==> src/rtl/jsv_pkg.sv <==
// jsv_pkg: types, scanner state codes and literal tables for the json syntax validator
// no dependencies; used by json_syntax_validator
`default_nettype none

package jsv_pkg;

  typedef struct packed {
    logic [7:0] byte_in;
    logic       last_byte;
  } in_word_t;

  typedef struct packed {
    logic [1:0] verdict;
    logic       done_res;
  } out_word_t;

  localparam logic [1:0] VERDICT_PENDING = 2'd0;
  localparam logic [1:0] VERDICT_ACCEPT  = 2'd1;
  localparam logic [1:0] VERDICT_REJECT  = 2'd2;

  localparam logic [6:0] NEST_RESET = 7'd64;
  localparam logic [7:0] CTRL_LIMIT = 8'h20;

  // scanner states
  localparam logic [4:0] L_VALUE     = 5'd0;
  localparam logic [4:0] L_ARR_FIRST = 5'd1;
  localparam logic [4:0] L_OBJ_FIRST = 5'd2;
  localparam logic [4:0] L_OBJ_KEY   = 5'd3;
  localparam logic [4:0] L_COLON     = 5'd4;
  localparam logic [4:0] L_AFTER     = 5'd5;
  localparam logic [4:0] L_TRAIL     = 5'd6;
  localparam logic [4:0] L_STR       = 5'd7;
  localparam logic [4:0] L_ESC       = 5'd8;
  localparam logic [4:0] L_HEX       = 5'd9;
  localparam logic [4:0] L_KSTR      = 5'd10;
  localparam logic [4:0] L_KESC      = 5'd11;
  localparam logic [4:0] L_KHEX      = 5'd12;
  localparam logic [4:0] L_NMINUS    = 5'd13;
  localparam logic [4:0] L_NZERO     = 5'd14;
  localparam logic [4:0] L_NINT      = 5'd15;
  localparam logic [4:0] L_NDOT      = 5'd16;
  localparam logic [4:0] L_NFRAC     = 5'd17;
  localparam logic [4:0] L_NE        = 5'd18;
  localparam logic [4:0] L_NESIGN    = 5'd19;
  localparam logic [4:0] L_NEXP      = 5'd20;
  localparam logic [4:0] L_LIT_T     = 5'd21;
  localparam logic [4:0] L_LIT_F     = 5'd22;
  localparam logic [4:0] L_LIT_N     = 5'd23;

  // literal kinds: 0 true, 1 false, 2 null
  function automatic logic [2:0] lit_len(input logic [1:0] kind);
    logic [2:0] len;
    case (kind)
      2'd1:    len = 3'd5;
      2'd0,
      2'd2:    len = 3'd4;
      default: len = 3'd0;
    endcase
    return len;
  endfunction

  function automatic logic [7:0] lit_char(input logic [1:0] kind, input logic [2:0] pos);
    logic [7:0] ch;
    ch = 8'h00;
    case (kind)
      2'd0: begin
        case (pos)
          3'd0:    ch = "t";
          3'd1:    ch = "r";
          3'd2:    ch = "u";
          3'd3:    ch = "e";
          default: ch = 8'h00;
        endcase
      end
      2'd1: begin
        case (pos)
          3'd0:    ch = "f";
          3'd1:    ch = "a";
          3'd2:    ch = "l";
          3'd3:    ch = "s";
          3'd4:    ch = "e";
          default: ch = 8'h00;
        endcase
      end
      2'd2: begin
        case (pos)
          3'd0:    ch = "n";
          3'd1:    ch = "u";
          3'd2:    ch = "l";
          3'd3:    ch = "l";
          default: ch = 8'h00;
        endcase
      end
      default: ch = 8'h00;
    endcase
    return ch;
  endfunction

endpackage

`default_nettype wire

==> src/rtl/json_syntax_validator.sv <==
// json_syntax_validator: streaming json well-formedness checker, one byte per word
// depends on jsv_pkg for word types, scanner state codes and literal tables
`default_nettype none

// the result for a byte is registered at the edge that accepts it, into q0 when q0 is
// empty or drained in that cycle, else into q1; one byte per cycle while in_stall is low
// a two-entry output buffer keeps input flowing while one result waits
// the container stack is a memory with a registered top-of-stack read
// rst_n (sync, active low) clears the scan state, the buffer and sets max_nesting to 64;
// stack contents are only read after being written, so they need no clearing
module json_syntax_validator #(
  parameter int MAX_DEPTH = 64
) (
  input  wire                 clk,
  input  wire                 rst_n,
  input  wire                 in_valid,
  output logic                in_stall,
  input  wire jsv_pkg::in_word_t in_data,
  output logic                out_valid,
  input  wire                 out_stall,
  output jsv_pkg::out_word_t  out_data,
  input  wire                 cfg_valid,
  output logic                cfg_ready,
  input  wire  [6:0]          cfg_data
);

  localparam int DW = $clog2(MAX_DEPTH + 2);
  localparam int AW = (MAX_DEPTH > 1) ? $clog2(MAX_DEPTH + 1) : 1;
  localparam int CW = (DW > 7) ? DW : 7;

  // configuration
  logic [6:0] max_nest_r;

  assign cfg_ready = 1'b1;

  always_ff @(posedge clk) begin
    if (!rst_n) begin
      max_nest_r <= jsv_pkg::NEST_RESET;
    end else if (cfg_valid && cfg_ready) begin
      max_nest_r <= cfg_data;
    end
  end

  // scan state
  logic [4:0]    st_r,    st_nxt;
  logic [DW-1:0] depth_r, depth_nxt;
  logic [1:0]    hex_r,   hex_nxt;
  logic [2:0]    lit_r,   lit_nxt;
  logic          err_r,   err_nxt;

  logic [4:0]    st_n;
  logic [DW-1:0] depth_n;
  logic [1:0]    hex_n;
  logic [2:0]    lit_n;
  logic          err_n;

  // container stack, 1 = object
  logic          stack_mem [MAX_DEPTH+1];
  logic          top_r;
  logic [AW-1:0] rd_addr;
  logic          push;
  logic          push_bit;

  logic acc;
  assign acc = in_valid && !in_stall;

  logic [7:0] b;
  logic       ws, dig, hexd, ech;
  assign b    = in_data.byte_in;
  assign ws   = (b == 8'h20) || (b >= 8'h09 && b <= 8'h0D);
  assign dig  = (b >= "0") && (b <= "9");
  assign hexd = dig || (b >= "a" && b <= "f") || (b >= "A" && b <= "F");
  assign ech  = (b == "e") || (b == "E");

  logic top_obj;
  assign top_obj = (depth_r != '0) && top_r;

  // value start decode
  logic [CW-1:0] limit;
  logic          sv_cls, sv_ok, sv_push, sv_lit;
  logic [4:0]    sv_st;

  always_comb begin
    if (CW'(max_nest_r) < CW'(MAX_DEPTH)) limit = CW'(max_nest_r);
    else                                  limit = CW'(MAX_DEPTH);
    sv_cls  = 1'b1;
    sv_push = 1'b0;
    sv_lit  = 1'b0;
    sv_st   = jsv_pkg::L_VALUE;
    if (b == "{") begin
      sv_st   = jsv_pkg::L_OBJ_FIRST;
      sv_push = 1'b1;
    end else if (b == "[") begin
      sv_st   = jsv_pkg::L_ARR_FIRST;
      sv_push = 1'b1;
    end else if (b == "\"") begin
      sv_st = jsv_pkg::L_STR;
    end else if (b == "t") begin
      sv_st  = jsv_pkg::L_LIT_T;
      sv_lit = 1'b1;
    end else if (b == "f") begin
      sv_st  = jsv_pkg::L_LIT_F;
      sv_lit = 1'b1;
    end else if (b == "n") begin
      sv_st  = jsv_pkg::L_LIT_N;
      sv_lit = 1'b1;
    end else if (b == "-") begin
      sv_st = jsv_pkg::L_NMINUS;
    end else if (b == "0") begin
      sv_st = jsv_pkg::L_NZERO;
    end else if (dig) begin
      sv_st = jsv_pkg::L_NINT;
    end else begin
      sv_cls = 1'b0;
    end
    sv_ok = sv_cls && (CW'(depth_r) <= limit);
  end

  // byte scanner
  logic [4:0] cur;
  logic [4:0] fin_st;
  logic       go, bad, do_sv, do_close, key;
  logic [1:0] kind;

  assign fin_st = (depth_r == '0) ? jsv_pkg::L_TRAIL : jsv_pkg::L_AFTER;
  assign kind   = 2'(st_r - jsv_pkg::L_LIT_T);

  always_comb begin
    st_n     = st_r;
    depth_n  = depth_r;
    hex_n    = hex_r;
    lit_n    = lit_r;
    err_n    = err_r;
    push     = 1'b0;
    push_bit = (b == "{");
    cur      = st_r;
    go       = 1'b1;
    bad      = 1'b0;
    do_sv    = 1'b0;
    do_close = 1'b0;
    key      = 1'b0;
    if (!err_r) begin
      // number tail: consume, fail, or end and hand the byte to the context
      case (st_r) inside
        jsv_pkg::L_NMINUS: begin
          go = 1'b0;
          if (b == "0")  st_n = jsv_pkg::L_NZERO;
          else if (dig)  st_n = jsv_pkg::L_NINT;
          else           bad  = 1'b1;
        end
        jsv_pkg::L_NZERO, jsv_pkg::L_NINT: begin
          go = 1'b0;
          if (dig) begin
            if (st_r == jsv_pkg::L_NZERO) bad = 1'b1;
          end else if (b == ".") begin
            st_n = jsv_pkg::L_NDOT;
          end else if (ech) begin
            st_n = jsv_pkg::L_NE;
          end else begin
            go  = 1'b1;
            cur = fin_st;
          end
        end
        jsv_pkg::L_NDOT: begin
          go = 1'b0;
          if (dig) st_n = jsv_pkg::L_NFRAC;
          else     bad  = 1'b1;
        end
        jsv_pkg::L_NFRAC: begin
          go = 1'b0;
          if (ech) begin
            st_n = jsv_pkg::L_NE;
          end else if (!dig) begin
            go  = 1'b1;
            cur = fin_st;
          end
        end
        jsv_pkg::L_NE: begin
          go = 1'b0;
          if (b == "+" || b == "-") st_n = jsv_pkg::L_NESIGN;
          else if (dig)             st_n = jsv_pkg::L_NEXP;
          else                      bad  = 1'b1;
        end
        jsv_pkg::L_NESIGN: begin
          go = 1'b0;
          if (dig) st_n = jsv_pkg::L_NEXP;
          else     bad  = 1'b1;
        end
        jsv_pkg::L_NEXP: begin
          go = 1'b0;
          if (!dig) begin
            go  = 1'b1;
            cur = fin_st;
          end
        end
        default: go = 1'b1;
      endcase

      if (go) begin
        st_n = cur;
        key  = (cur == jsv_pkg::L_KSTR) || (cur == jsv_pkg::L_KESC) ||
               (cur == jsv_pkg::L_KHEX);
        unique case (cur) inside
          jsv_pkg::L_VALUE: begin
            if (!ws) do_sv = 1'b1;
          end
          jsv_pkg::L_ARR_FIRST: begin
            if (b == "]")  do_close = 1'b1;
            else if (!ws)  do_sv    = 1'b1;
          end
          jsv_pkg::L_OBJ_FIRST, jsv_pkg::L_OBJ_KEY: begin
            if (ws) begin
            end else if (b == "}" && cur == jsv_pkg::L_OBJ_FIRST) begin
              do_close = 1'b1;
            end else if (b == "\"") begin
              st_n = jsv_pkg::L_KSTR;
            end else begin
              bad = 1'b1;
            end
          end
          jsv_pkg::L_COLON: begin
            if (b == ":")  st_n = jsv_pkg::L_VALUE;
            else if (!ws)  bad  = 1'b1;
          end
          jsv_pkg::L_AFTER: begin
            if (ws) begin
            end else if (depth_r == '0) begin
              bad = 1'b1;
            end else if (b == ",") begin
              st_n = top_obj ? jsv_pkg::L_OBJ_KEY : jsv_pkg::L_VALUE;
            end else if ((b == "}" && top_obj) || (b == "]" && !top_obj)) begin
              do_close = 1'b1;
            end else begin
              bad = 1'b1;
            end
          end
          jsv_pkg::L_TRAIL: begin
            if (!ws) bad = 1'b1;
          end
          jsv_pkg::L_STR, jsv_pkg::L_KSTR: begin
            if (b == "\"")                  st_n = key ? jsv_pkg::L_COLON : fin_st;
            else if (b < jsv_pkg::CTRL_LIMIT) bad = 1'b1;
            else if (b == "\\")             st_n = key ? jsv_pkg::L_KESC : jsv_pkg::L_ESC;
          end
          jsv_pkg::L_ESC, jsv_pkg::L_KESC: begin
            if (b == "u") begin
              hex_n = 2'd0;
              st_n  = key ? jsv_pkg::L_KHEX : jsv_pkg::L_HEX;
            end else if (b == "\"" || b == "\\" || b == "/" || b == "b" ||
                         b == "f" || b == "n" || b == "r" || b == "t") begin
              st_n = key ? jsv_pkg::L_KSTR : jsv_pkg::L_STR;
            end else begin
              bad = 1'b1;
            end
          end
          jsv_pkg::L_HEX, jsv_pkg::L_KHEX: begin
            if (!hexd) begin
              bad = 1'b1;
            end else if (hex_r == 2'd3) begin
              hex_n = 2'd0;
              st_n  = key ? jsv_pkg::L_KSTR : jsv_pkg::L_STR;
            end else begin
              hex_n = hex_r + 2'd1;
            end
          end
          jsv_pkg::L_LIT_T, jsv_pkg::L_LIT_F, jsv_pkg::L_LIT_N: begin
            if (kind > 2'd2 || lit_r >= jsv_pkg::lit_len(kind) ||
                b != jsv_pkg::lit_char(kind, lit_r)) begin
              bad = 1'b1;
            end else if (lit_r + 3'd1 == jsv_pkg::lit_len(kind)) begin
              lit_n = 3'd0;
              st_n  = fin_st;
            end else begin
              lit_n = lit_r + 3'd1;
            end
          end
          default: bad = 1'b1;
        endcase

        if (do_sv) begin
          if (sv_ok) begin
            st_n = sv_st;
            if (sv_lit) lit_n = 3'd1;
            if (sv_push) begin
              push    = 1'b1;
              depth_n = depth_r + DW'(1);
            end
          end else begin
            bad = 1'b1;
          end
        end

        if (do_close) begin
          if (depth_r == '0) begin
            bad = 1'b1;
          end else begin
            depth_n = depth_r - DW'(1);
            st_n    = (depth_r == DW'(1)) ? jsv_pkg::L_TRAIL : jsv_pkg::L_AFTER;
          end
        end
      end
      if (bad) err_n = 1'b1;
    end
  end

  // result for this byte
  jsv_pkg::out_word_t res;
  logic               doc_ok;

  always_comb begin
    doc_ok = !err_n &&
             (st_n == jsv_pkg::L_TRAIL ||
              (depth_n == '0 &&
               (st_n == jsv_pkg::L_NZERO || st_n == jsv_pkg::L_NINT ||
                st_n == jsv_pkg::L_NFRAC || st_n == jsv_pkg::L_NEXP)));
    if (in_data.last_byte) begin
      res.verdict  = doc_ok ? jsv_pkg::VERDICT_ACCEPT : jsv_pkg::VERDICT_REJECT;
      res.done_res = 1'b1;
    end else begin
      res.verdict  = err_n ? jsv_pkg::VERDICT_REJECT : jsv_pkg::VERDICT_PENDING;
      res.done_res = 1'b0;
    end
  end

  // next scan state; the last byte returns everything to the document start
  always_comb begin
    st_nxt    = st_r;
    depth_nxt = depth_r;
    hex_nxt   = hex_r;
    lit_nxt   = lit_r;
    err_nxt   = err_r;
    if (acc) begin
      if (in_data.last_byte) begin
        st_nxt    = jsv_pkg::L_VALUE;
        depth_nxt = '0;
        hex_nxt   = 2'd0;
        lit_nxt   = 3'd0;
        err_nxt   = 1'b0;
      end else begin
        st_nxt    = st_n;
        depth_nxt = depth_n;
        hex_nxt   = hex_n;
        lit_nxt   = lit_n;
        err_nxt   = err_n;
      end
    end
  end

  always_ff @(posedge clk) begin
    if (!rst_n) begin
      st_r    <= jsv_pkg::L_VALUE;
      depth_r <= '0;
      hex_r   <= 2'd0;
      lit_r   <= 3'd0;
      err_r   <= 1'b0;
    end else begin
      st_r    <= st_nxt;
      depth_r <= depth_nxt;
      hex_r   <= hex_nxt;
      lit_r   <= lit_nxt;
      err_r   <= err_nxt;
    end
  end

  // stack: write at depth on push, read the next top-of-stack into top_r
  assign rd_addr = (depth_nxt == '0) ? '0 : AW'(depth_nxt - DW'(1));

  always_ff @(posedge clk) begin
    if (acc && push) begin
      stack_mem[AW'(depth_r)] <= push_bit;
    end
  end

  // a push makes the written bit the new top, so bypass the memory
  always_ff @(posedge clk) begin
    if (acc && push) top_r <= push_bit;
    else             top_r <= stack_mem[rd_addr];
  end

  // two-entry output buffer
  jsv_pkg::out_word_t q0_r, q1_r;
  logic               q0_vld_r, q1_vld_r;
  logic               take;

  assign take      = q0_vld_r && !out_stall;
  assign in_stall  = q1_vld_r;
  assign out_valid = q0_vld_r;
  assign out_data  = q0_r;

  always_ff @(posedge clk) begin
    if (!rst_n) begin
      q0_vld_r <= 1'b0;
      q1_vld_r <= 1'b0;
    end else if (take) begin
      if (q1_vld_r) begin
        q1_vld_r <= 1'b0;
      end else if (!acc) begin
        q0_vld_r <= 1'b0;
      end
    end else if (acc) begin
      if (!q0_vld_r) q0_vld_r <= 1'b1;
      else           q1_vld_r <= 1'b1;
    end
  end

  always_ff @(posedge clk) begin
    if (take) begin
      if (q1_vld_r) q0_r <= q1_r;
      else if (acc) q0_r <= res;
    end else if (acc) begin
      if (!q0_vld_r) q0_r <= res;
      else           q1_r <= res;
    end
  end

endmodule

`default_nettype wire
==> config.mk <==
export PLATFORM = sky130hd
export DESIGN_NAME = json_syntax_validator
export DESIGN_NICKNAME = d
export VERILOG_FILES = /design/src/rtl/jsv_pkg.sv /design/src/rtl/json_syntax_validator.sv
export SDC_FILE = /design/constraint.sdc
export NUM_CORES = 1
export LEC_CHECK = 0
export ABC_AREA = 1
export BUFFER_PORTS_ARGS = -buffer_cell sky130_fd_sc_hd__buf_2
export CAP_MARGIN = 20
export CORE_MARGIN = 2
export CORE_UTILIZATION = 50
export DETAILED_ROUTE_END_ITERATION = 8
export GPL_ROUTABILITY_DRIVEN = 1
export PLACE_DENSITY = 0.66
export RECOVER_POWER = 25
export SLEW_MARGIN = 10
export SYNTH_ARGS = -nofsm -noshare
export SYNTH_HDL_FRONTEND = slang
export SYNTH_SLANG_ARGS = --single-unit
==> constraint.sdc <==
create_clock -name clk -period 12.8 [get_ports clk]
set_input_delay 0.64 -clock clk [delete_from_list [all_inputs] [get_ports clk]]
set_output_delay 0.64 -clock clk [all_outputs]
set_load 0.005 [all_outputs]
==> results of run 1 <==
[where the power goes]
| part | internal [mW] | switching [mW] |
|---|---|---|
| clock network | 0.173 | 0.124 |
| registers | 0.347 | 0.0106 |
| logic | 0.0879 | 0.199 |
[Yosys cell counts, drive strengths merged]
master / n
a21boi: 1
nand3b: 23
o31ai: 2
a211oi: 3
nand2: 295
o22ai: 1
or2: 6
o211ai: 10
a21oi: 49
nand4: 27
clkinv: 3
nand3: 160
xor2: 9
and3: 4
nor3: 18
o221a: 1
ha: 21
dfxtp: 28
inv: 149
a31oi: 4
o2111ai: 4
a221oi: 2
nor4: 4
o21a: 2
o41ai: 1
nor2: 177
a32o: 1
clkbuf: 10
buf: 23
edfxtp: 71
conb: 1
o21ai: 55
[state kept, by name, indices dropped and copies added, names as in the netlist]
signal,count
stack_mem,65
lit_r,3
q1_r,3
st_r,5
out_valid,1
hex_r,2
out_data,3
in_stall,1
max_nest_r,7
err_r,1
depth_r,7
top_r,1
[cell type report]
type	instances	area, µm²
repair buffers	28	138
clock inverters	7	97.6
multi-input cells	881	4420
inverters	152	573
flip-flops and latches	99	2690
fillers	1530	6900
well taps	211	264
clock buffers	9	225
[cells in the final DEF (no fill, tap or decap), drive strengths merged]
cell type | netlist | routed
o211ai | 10 | 10
nor4 | 4 | 4
nor3 | 18 | 18
clkinv | 3 | 4
buf | 23 | 22
and3 | 4 | 4
o21ai | 55 | 55
o21a | 2 | 2
ha | 21 | 21
o2111ai | 4 | 4
bufinv | 0 | 2
conb | 1 | 1
nand3 | 160 | 160
or2 | 6 | 6
o41ai | 1 | 1
a221oi | 2 | 2
clkinvlp | 0 | 1
a21boi | 1 | 1
a31oi | 4 | 4
o221a | 1 | 1
a32o | 1 | 1
nand2 | 295 | 295
o22ai | 1 | 1
o31ai | 2 | 2
dfxtp | 28 | 28
clkbuf | 10 | 15
nand3b | 23 | 23
a21oi | 49 | 49
nor2 | 177 | 177
inv | 149 | 152
a211oi | 3 | 3
xor2 | 9 | 9
edfxtp | 71 | 71
nand4 | 27 | 27
[worst max-delay path by stage]
stage	from	to	slack, ns
finish	depth_r[0]	top_r	6.40
detailed placement	depth_r[1]	top_r	6.52
CTS	depth_r[1]	top_r	6.50
global route	depth_r[0]	top_r	5.79
floorplan	in_data[6]	top_r	8.74
global placement	depth_r[0]	top_r	6.73
[worst reg2reg max path: cells and delay by family, from the launching register on]
family / cells / cell delay, ns
buf+inv: 6 / 1.27
fa+ha+maj: 2 / 0.52
flops: 1 / 0.54
simple gates: 25 / 3.97
[routing by layer]
metal | wire (µm) | GRT usage [%]
met5 | 0 | 0
met1 | 10600 | 41.6
met4 | 302 | 5.88
met2 | 9300 | 39.8
met3 | 1980 | 5.37
[cell families (layout without fill, tap and decap cells)]
family                   Yosys count  in the layout  share of synthesized area [%]
flip-flops                        99             99                           34.1
AND/OR/NAND/NOR                  714            714                           41.7
other                              1              1                         0.0475
adder cells (fa/ha/maj)           21             21                           3.33
XOR/XNOR                           9              9                          0.998
AO/OA/AOI/OAI                    136            136                           9.84
buffers and inverters            185            196                           9.98
[metrics by stage]
stage	setup WS [ns]	cell area (µm²)	instances	power, mW	hold slack (ns)
CTS	6.50	8420	1387	0.940	0.460
finish	6.40	8410	1387	0.941	0.462
global route	5.79	8410	1387	0.989	0.490
floorplan	8.74	7900	1165	0.592	0.434
detailed placement	6.52	8100	1371	0.645	0.450
global placement	6.73	8100	1371	0.645	0.450
==> qor.csv, run 1 <==
stage,metric,value,unit
clock_tree,post_cts_resized,0,
power_and_ir_drop,ir_drop,0.0842,mV
drt,wl,22200,µm
worst_hold_path,min_from,max_nest_r[0],
final_layout,finish.utilization,54.9,%
clock_tree,clock_latency,0.36,ns
yosys,syn_inst,1165,
clock_tree,hold_buffers,0,
clock_tree,htreeDepth,3,
yosys,synth.distinct_cells,50,
run_status,run_status,"finished, violations left",
die,start_util,51.6,%
worst_hold_path,hp-class,reg2reg,
worst_setup_path,worstReg2RegStart,depth_r[0],
worst_setup_path,worstSetupPathType,reg2reg,
sta,tightestPinTransition,2.51,ns
sta,slew_headroom,-67.3,%
final_layout,finalNetCount,1213,
sta,final-hold-violation-count,0,
worst_hold_path,min_to,max_nest_r[0],
worst_setup_path,path_common_cell,nand3_1,
yosys,syn_nets,1207,
worst_setup_path,path_buf_inv,6,
global_routing,antenna_found_initial,0,
clock_tree,cts.sinks,99,
clock_tree,cts_root_buf,clkbuf_16,
power_and_ir_drop,power.density,112,nW/µm²
worst_setup_path,critPathMaxFanout,45,
sta,setup_viol,0,
yosys,syn_area,7900,µm²
worst_setup_path,crit_slowest_cell,nand3_2,
worst_setup_path,r2r-end,top_r,
die,io_pins,27,
yosys,ys_ff_latch,99,
sta,post-route-min-period,6.40,ns
yosys,synth_top_area_share,27.0,%
final_layout,area_growth,6.55,%
drt,drt_first_pass_iters,5,
worst_setup_path,cp_slowest_stage_delay,0.68,ns
clock_tree,clk_path_buf_depth,2,
global_routing,grt_pass1_vias,6905,
job,max-cap-violations,1,
worst_setup_path,critPathLaunchType,flip-flop,
clock_tree,cts_tree,built,
worst_setup_path,critPathTopFamily,simple AND/OR/NAND/NOR gates,
clock_tree,clk_pin_slew,0.07,ns
global_routing,grt_overflow,0,
global_routing,grt_start_max_net_pins,68,
clock_tree,post-cts-setup-buffers,0,
placed_design,dp_hpwl,16500,µm
drt,dr_total_vias,7787,
die,die_x,130,µm
worst_setup_path,cp.depth,33,
final_layout,diodes,0,
sta,finalClockSkew,0.0102,ns
worst_hold_path,hold_depth,2,
global_routing,grt_pass1_wl,35700,µm
global_routing,grt_usage,27.2,%
clock_tree,cts_buffers,9,
yosys,synth.top_cells.by_area,"edfxtp_1 (27%), nand2_1 (13%), nand3_1 (9.9%)",
power_and_ir_drop,total_leakage_power,3.66,nW
yosys,synth_seq_area_share,34.1,%
worst_setup_path,arrival,6.65,ns
die,die_area,16800,µm²
yosys,yosysWarnings,0,
final_layout,drive_gt1_share,8.42,%
drt,drtIter0Drc,850,
drt,viasPerCell,5.61,
sta,slew_violations,68,
drt,ant_nets,0,
worst_setup_path,reg2reg_slack,6.40,ns
die,die_h,130,µm
sta,finalSetupTns,0,ns
die,core,15300,µm²
sta,clock.fmax,0.156,GHz
worst_setup_path,cp-end-kind,flip-flop,
drt,drc,0,
sta,fin_crit_sh,50.0,%
yosys,synth_top_area_cell,edfxtp_1,
worst_setup_path,cp.required,13.05,ns
placed_design,gp_congestion,0.944,
worst_setup_path,r2r_cells,33,
run_status,violations,"max-capacitance violations, max-slew violations",
sta,rsz0062_at_grt,no,
yosys,avgSynthCellArea,6.78,µm²
die,rows,45,
placed_design,port_buffers,25,
drt,routedWlPerCell,16.0,µm
Power figures use the tool's default switching activity.
==> inputs of run 2 (changes only) <==
clock period = 6.1 ns   (was 12.8 ns; I/O delays follow)
==> qor.csv, run 2 (synthesized netlist as in run 1, its figures left out) <==
stage,metric,value,unit,change
run_status,run_status,completed,,
sta,finalSetupTns,0,ns,unchanged
sta,rsz0062_at_grt,no,,
global_routing,grt_pass1_wl,35700,µm,about the same
power_and_ir_drop,power.density,236,nW/µm²,+110%
sta,setup_viol,0,,unchanged
power_and_ir_drop,p_comb_share,30.4,%,about the same
power_and_ir_drop,switching_share,34.9,%,-0.56 points
final_layout,diodes,0,,unchanged
power_and_ir_drop,p_int,1.30,mW,+110%
clock_tree,clock_latency,0.35,ns,about the same
worst_setup_path,worstSetupPathType,reg2reg,,
sta,finalClockSkew,0.00832,ns,-0.00187 ns
final_layout,largest_reg_flops,65,,unchanged
final_layout,layout_common_cells,"nand2_1 (276), nor2_1 (163), nand3_1 (156)",,
die,rows,45,,unchanged
drt,route.met3.wl,1690,µm,-15%
clock_tree,clk_pin_slew,0.07,ns,about the same
sta,slew_violations,0,,-100%
worst_setup_path,arrival,5.65,ns,-1.00 ns
placed_design,gp_congestion,0.977,,+3.4%
power_and_ir_drop,total_power,2.00,mW,+110%
clock_tree,post-cts-setup-buffers,0,,unchanged
clock_tree,cts_tree,built,,
worst_setup_path,critPathMaxFanout,17,,-62%
drt,wl,22100,µm,-0.38%
power_and_ir_drop,ir_drop,0.203,mV,+140%
worst_setup_path,reg2reg_slack,0.70,ns,-5.70 ns
drt,drt_first_pass_iters,6,,+1
sta,tightestPinTransition,0.913,ns,-1.60 ns
drt,wl_met1,10600,µm,+0.53%
die,io_pins,27,,unchanged
clock_tree,hold_buffers,0,,unchanged
final_layout,drive_gt1_share,8.81,%,+0.39 points
sta,fin_crit_sh,88.5,%,+39 points
worst_setup_path,critPathLaunchType,flip-flop,,
clock_tree,cts_buffers,9,,unchanged
power_and_ir_drop,switchingPower,698,µW,+110%
drt,dr_total_vias,7842,,+0.71%
drt,drc,0,,unchanged
worst_setup_path,cp.required,6.35,ns,-6.70 ns
placed_design,port_buffers,25,,unchanged
worst_setup_path,crit_slowest_cell,dfxtp_1,,
worst_setup_path,cp_slowest_stage_delay,0.41,ns,-0.27 ns
worst_setup_path,r2r-end,top_r,,
final_layout,largest_register,stack_mem,,
worst_setup_path,cp-end-kind,flip-flop,,
sta,layout_setup_ws,0.702,ns,-5.70 ns
die,die_h,130,µm,unchanged
final_layout,mostFrequentLayoutCell,nand2_1,,
worst_hold_path,hold_depth,3,,+1
final_layout,n_fill_cell,1547,,+1.1%
worst_hold_path,min_to,max_nest_r[6],,
power_and_ir_drop,power_frac_clock,32.3,%,+0.8 points
drt,routedWlPerCell,15.9,µm,-0.74%
clock_tree,cts_root_buf,clkbuf_16,,
sta,slew_headroom,38.5,%,+110 points
drt,wl_met2,9370,µm,+0.73%
final_layout,reg_top3,"stack_mem (65), depth_r (7), max_nest_r (7)",,
drt,ant_nets,0,,unchanged
global_routing,grt_usage,27.0,%,-0.23 points
die,die_x,130,µm,unchanged
final_layout,finish.utilization,55.3,%,+0.40 points
final_layout,finalNetCount,1218,,+0.41%
worst_setup_path,worstReg2RegStart,depth_r[0],,
clock_tree,htreeDepth,3,,unchanged
worst_setup_path,path_common_cell,nand3_1,,
worst_setup_path,r2r_cells,33,,unchanged
global_routing,grt_start_max_net_pins,68,,unchanged
worst_hold_path,min_from,cfg_data[6],,
clock_tree,cts.sinks,99,,unchanged
sta,clock.fmax,0.185,GHz,+18%
clock_tree,post_cts_resized,0,,unchanged
drt,top_layer,met4,,
sta,final-hold-violation-count,0,,unchanged
power_and_ir_drop,pwr-share-seq,37.4,%,-0.6 points
job,max-cap-violations,0,,-1
die,core,15300,µm²,unchanged
global_routing,antenna_found_initial,0,,unchanged
die,die_area,16800,µm²,unchanged
power_and_ir_drop,total_leakage_power,3.70,nW,+1.1%
placed_design,dp_hpwl,16500,µm,+0.13%
worst_hold_path,hp-class,in2reg,,
global_routing,grt_overflow,0,,unchanged
clock_tree,clk_path_buf_depth,2,,unchanged
drt,viasPerCell,5.63,,+0.34%
die,start_util,51.6,%,unchanged
drt,drtIter0Drc,894,,+5.2%
global_routing,grt_pass1_vias,6975,,+1.0%
placed_design,dpl_worst_slack,0.815,ns,-5.70 ns
sta,post-route-min-period,5.40,ns,-0.999 ns
final_layout,area_growth,7.32,%,
==> run 2: cell count changes in the layout (fill, tap and decap cells not counted), sizes merged <==
cell,before,now
bufinv,2,1
buf,22,26
clkbuf,15,19
clkinvlp,1,0
clkinv,4,3
==> run 2: final cells by class <==
cell class | instances | area, µm² | share of cell area [%]
Inverter | 152 | 573 | 6.76
Clock inverter | 4 | 56.3 | 0.665
Multi-Input combinational cell | 881 | 4420 | 52.2
Timing Repair Buffer | 33 | 176 | 2.08
Clock buffer | 12 | 289 | 3.41
Tap cell | 211 | 264 | 3.12
Sequential cell | 99 | 2690 | 31.8
==> run 2: worst max-delay path, delay by kind of cell (launching register included) <==
kind,cells,cell delay [ns]
buffers and inverters,7,1.14
AND/OR/NAND/NOR,21,2.85
AO/OA/AOI/OAI,3,0.53
adder cells (fa/ha/maj),2,0.35
flip-flops,1,0.41
==> run 2: how the worst max path moves through the flow <==
stage                           from    end  slack (ns)
after floorplan           depth_r[1]  top_r        2.05
after global placement    depth_r[0]  top_r        1.04
after detailed placement  depth_r[0]  top_r        0.82
after CTS                 depth_r[0]  top_r        0.80
after global routing      depth_r[0]  top_r        0.01
final                     depth_r[0]  top_r        0.70
==> run 2: power by group through the flow <==
stage / clock (mW) / sequential [mW] / combinational (mW)
after detailed placement: 0 / 0.761 / 0.595
final: 0.645 / 0.747 / 0.607
after global routing: 0.682 / 0.748 / 0.680
after global placement: 0 / 0.762 / 0.597
after floorplan: 0 / 0.753 / 0.490
after CTS: 0.653 / 0.746 / 0.598
==> run 2: routing by layer <==
metal / up-vias / track usage, %
li1: 3897 / -
met1: 3610 / 40.8
met2: 309 / 40.2
met3: 26 / 4.34
met4: 0 / 6.64
met5: - / 0
==> run 2: stage by stage <==
step | std cells | hold WS [ns] | instance area [µm²]
2_1_floorplan | 1165 | 0.404 | 7900
3_3_place_gp | 1376 | 0.467 | 8140
3_5_place_dp | 1376 | 0.468 | 8140
4_1_cts | 1392 | 0.157 | 8480
5_1_grt | 1392 | 0.159 | 8470
6_report | 1392 | 0.166 | 8470
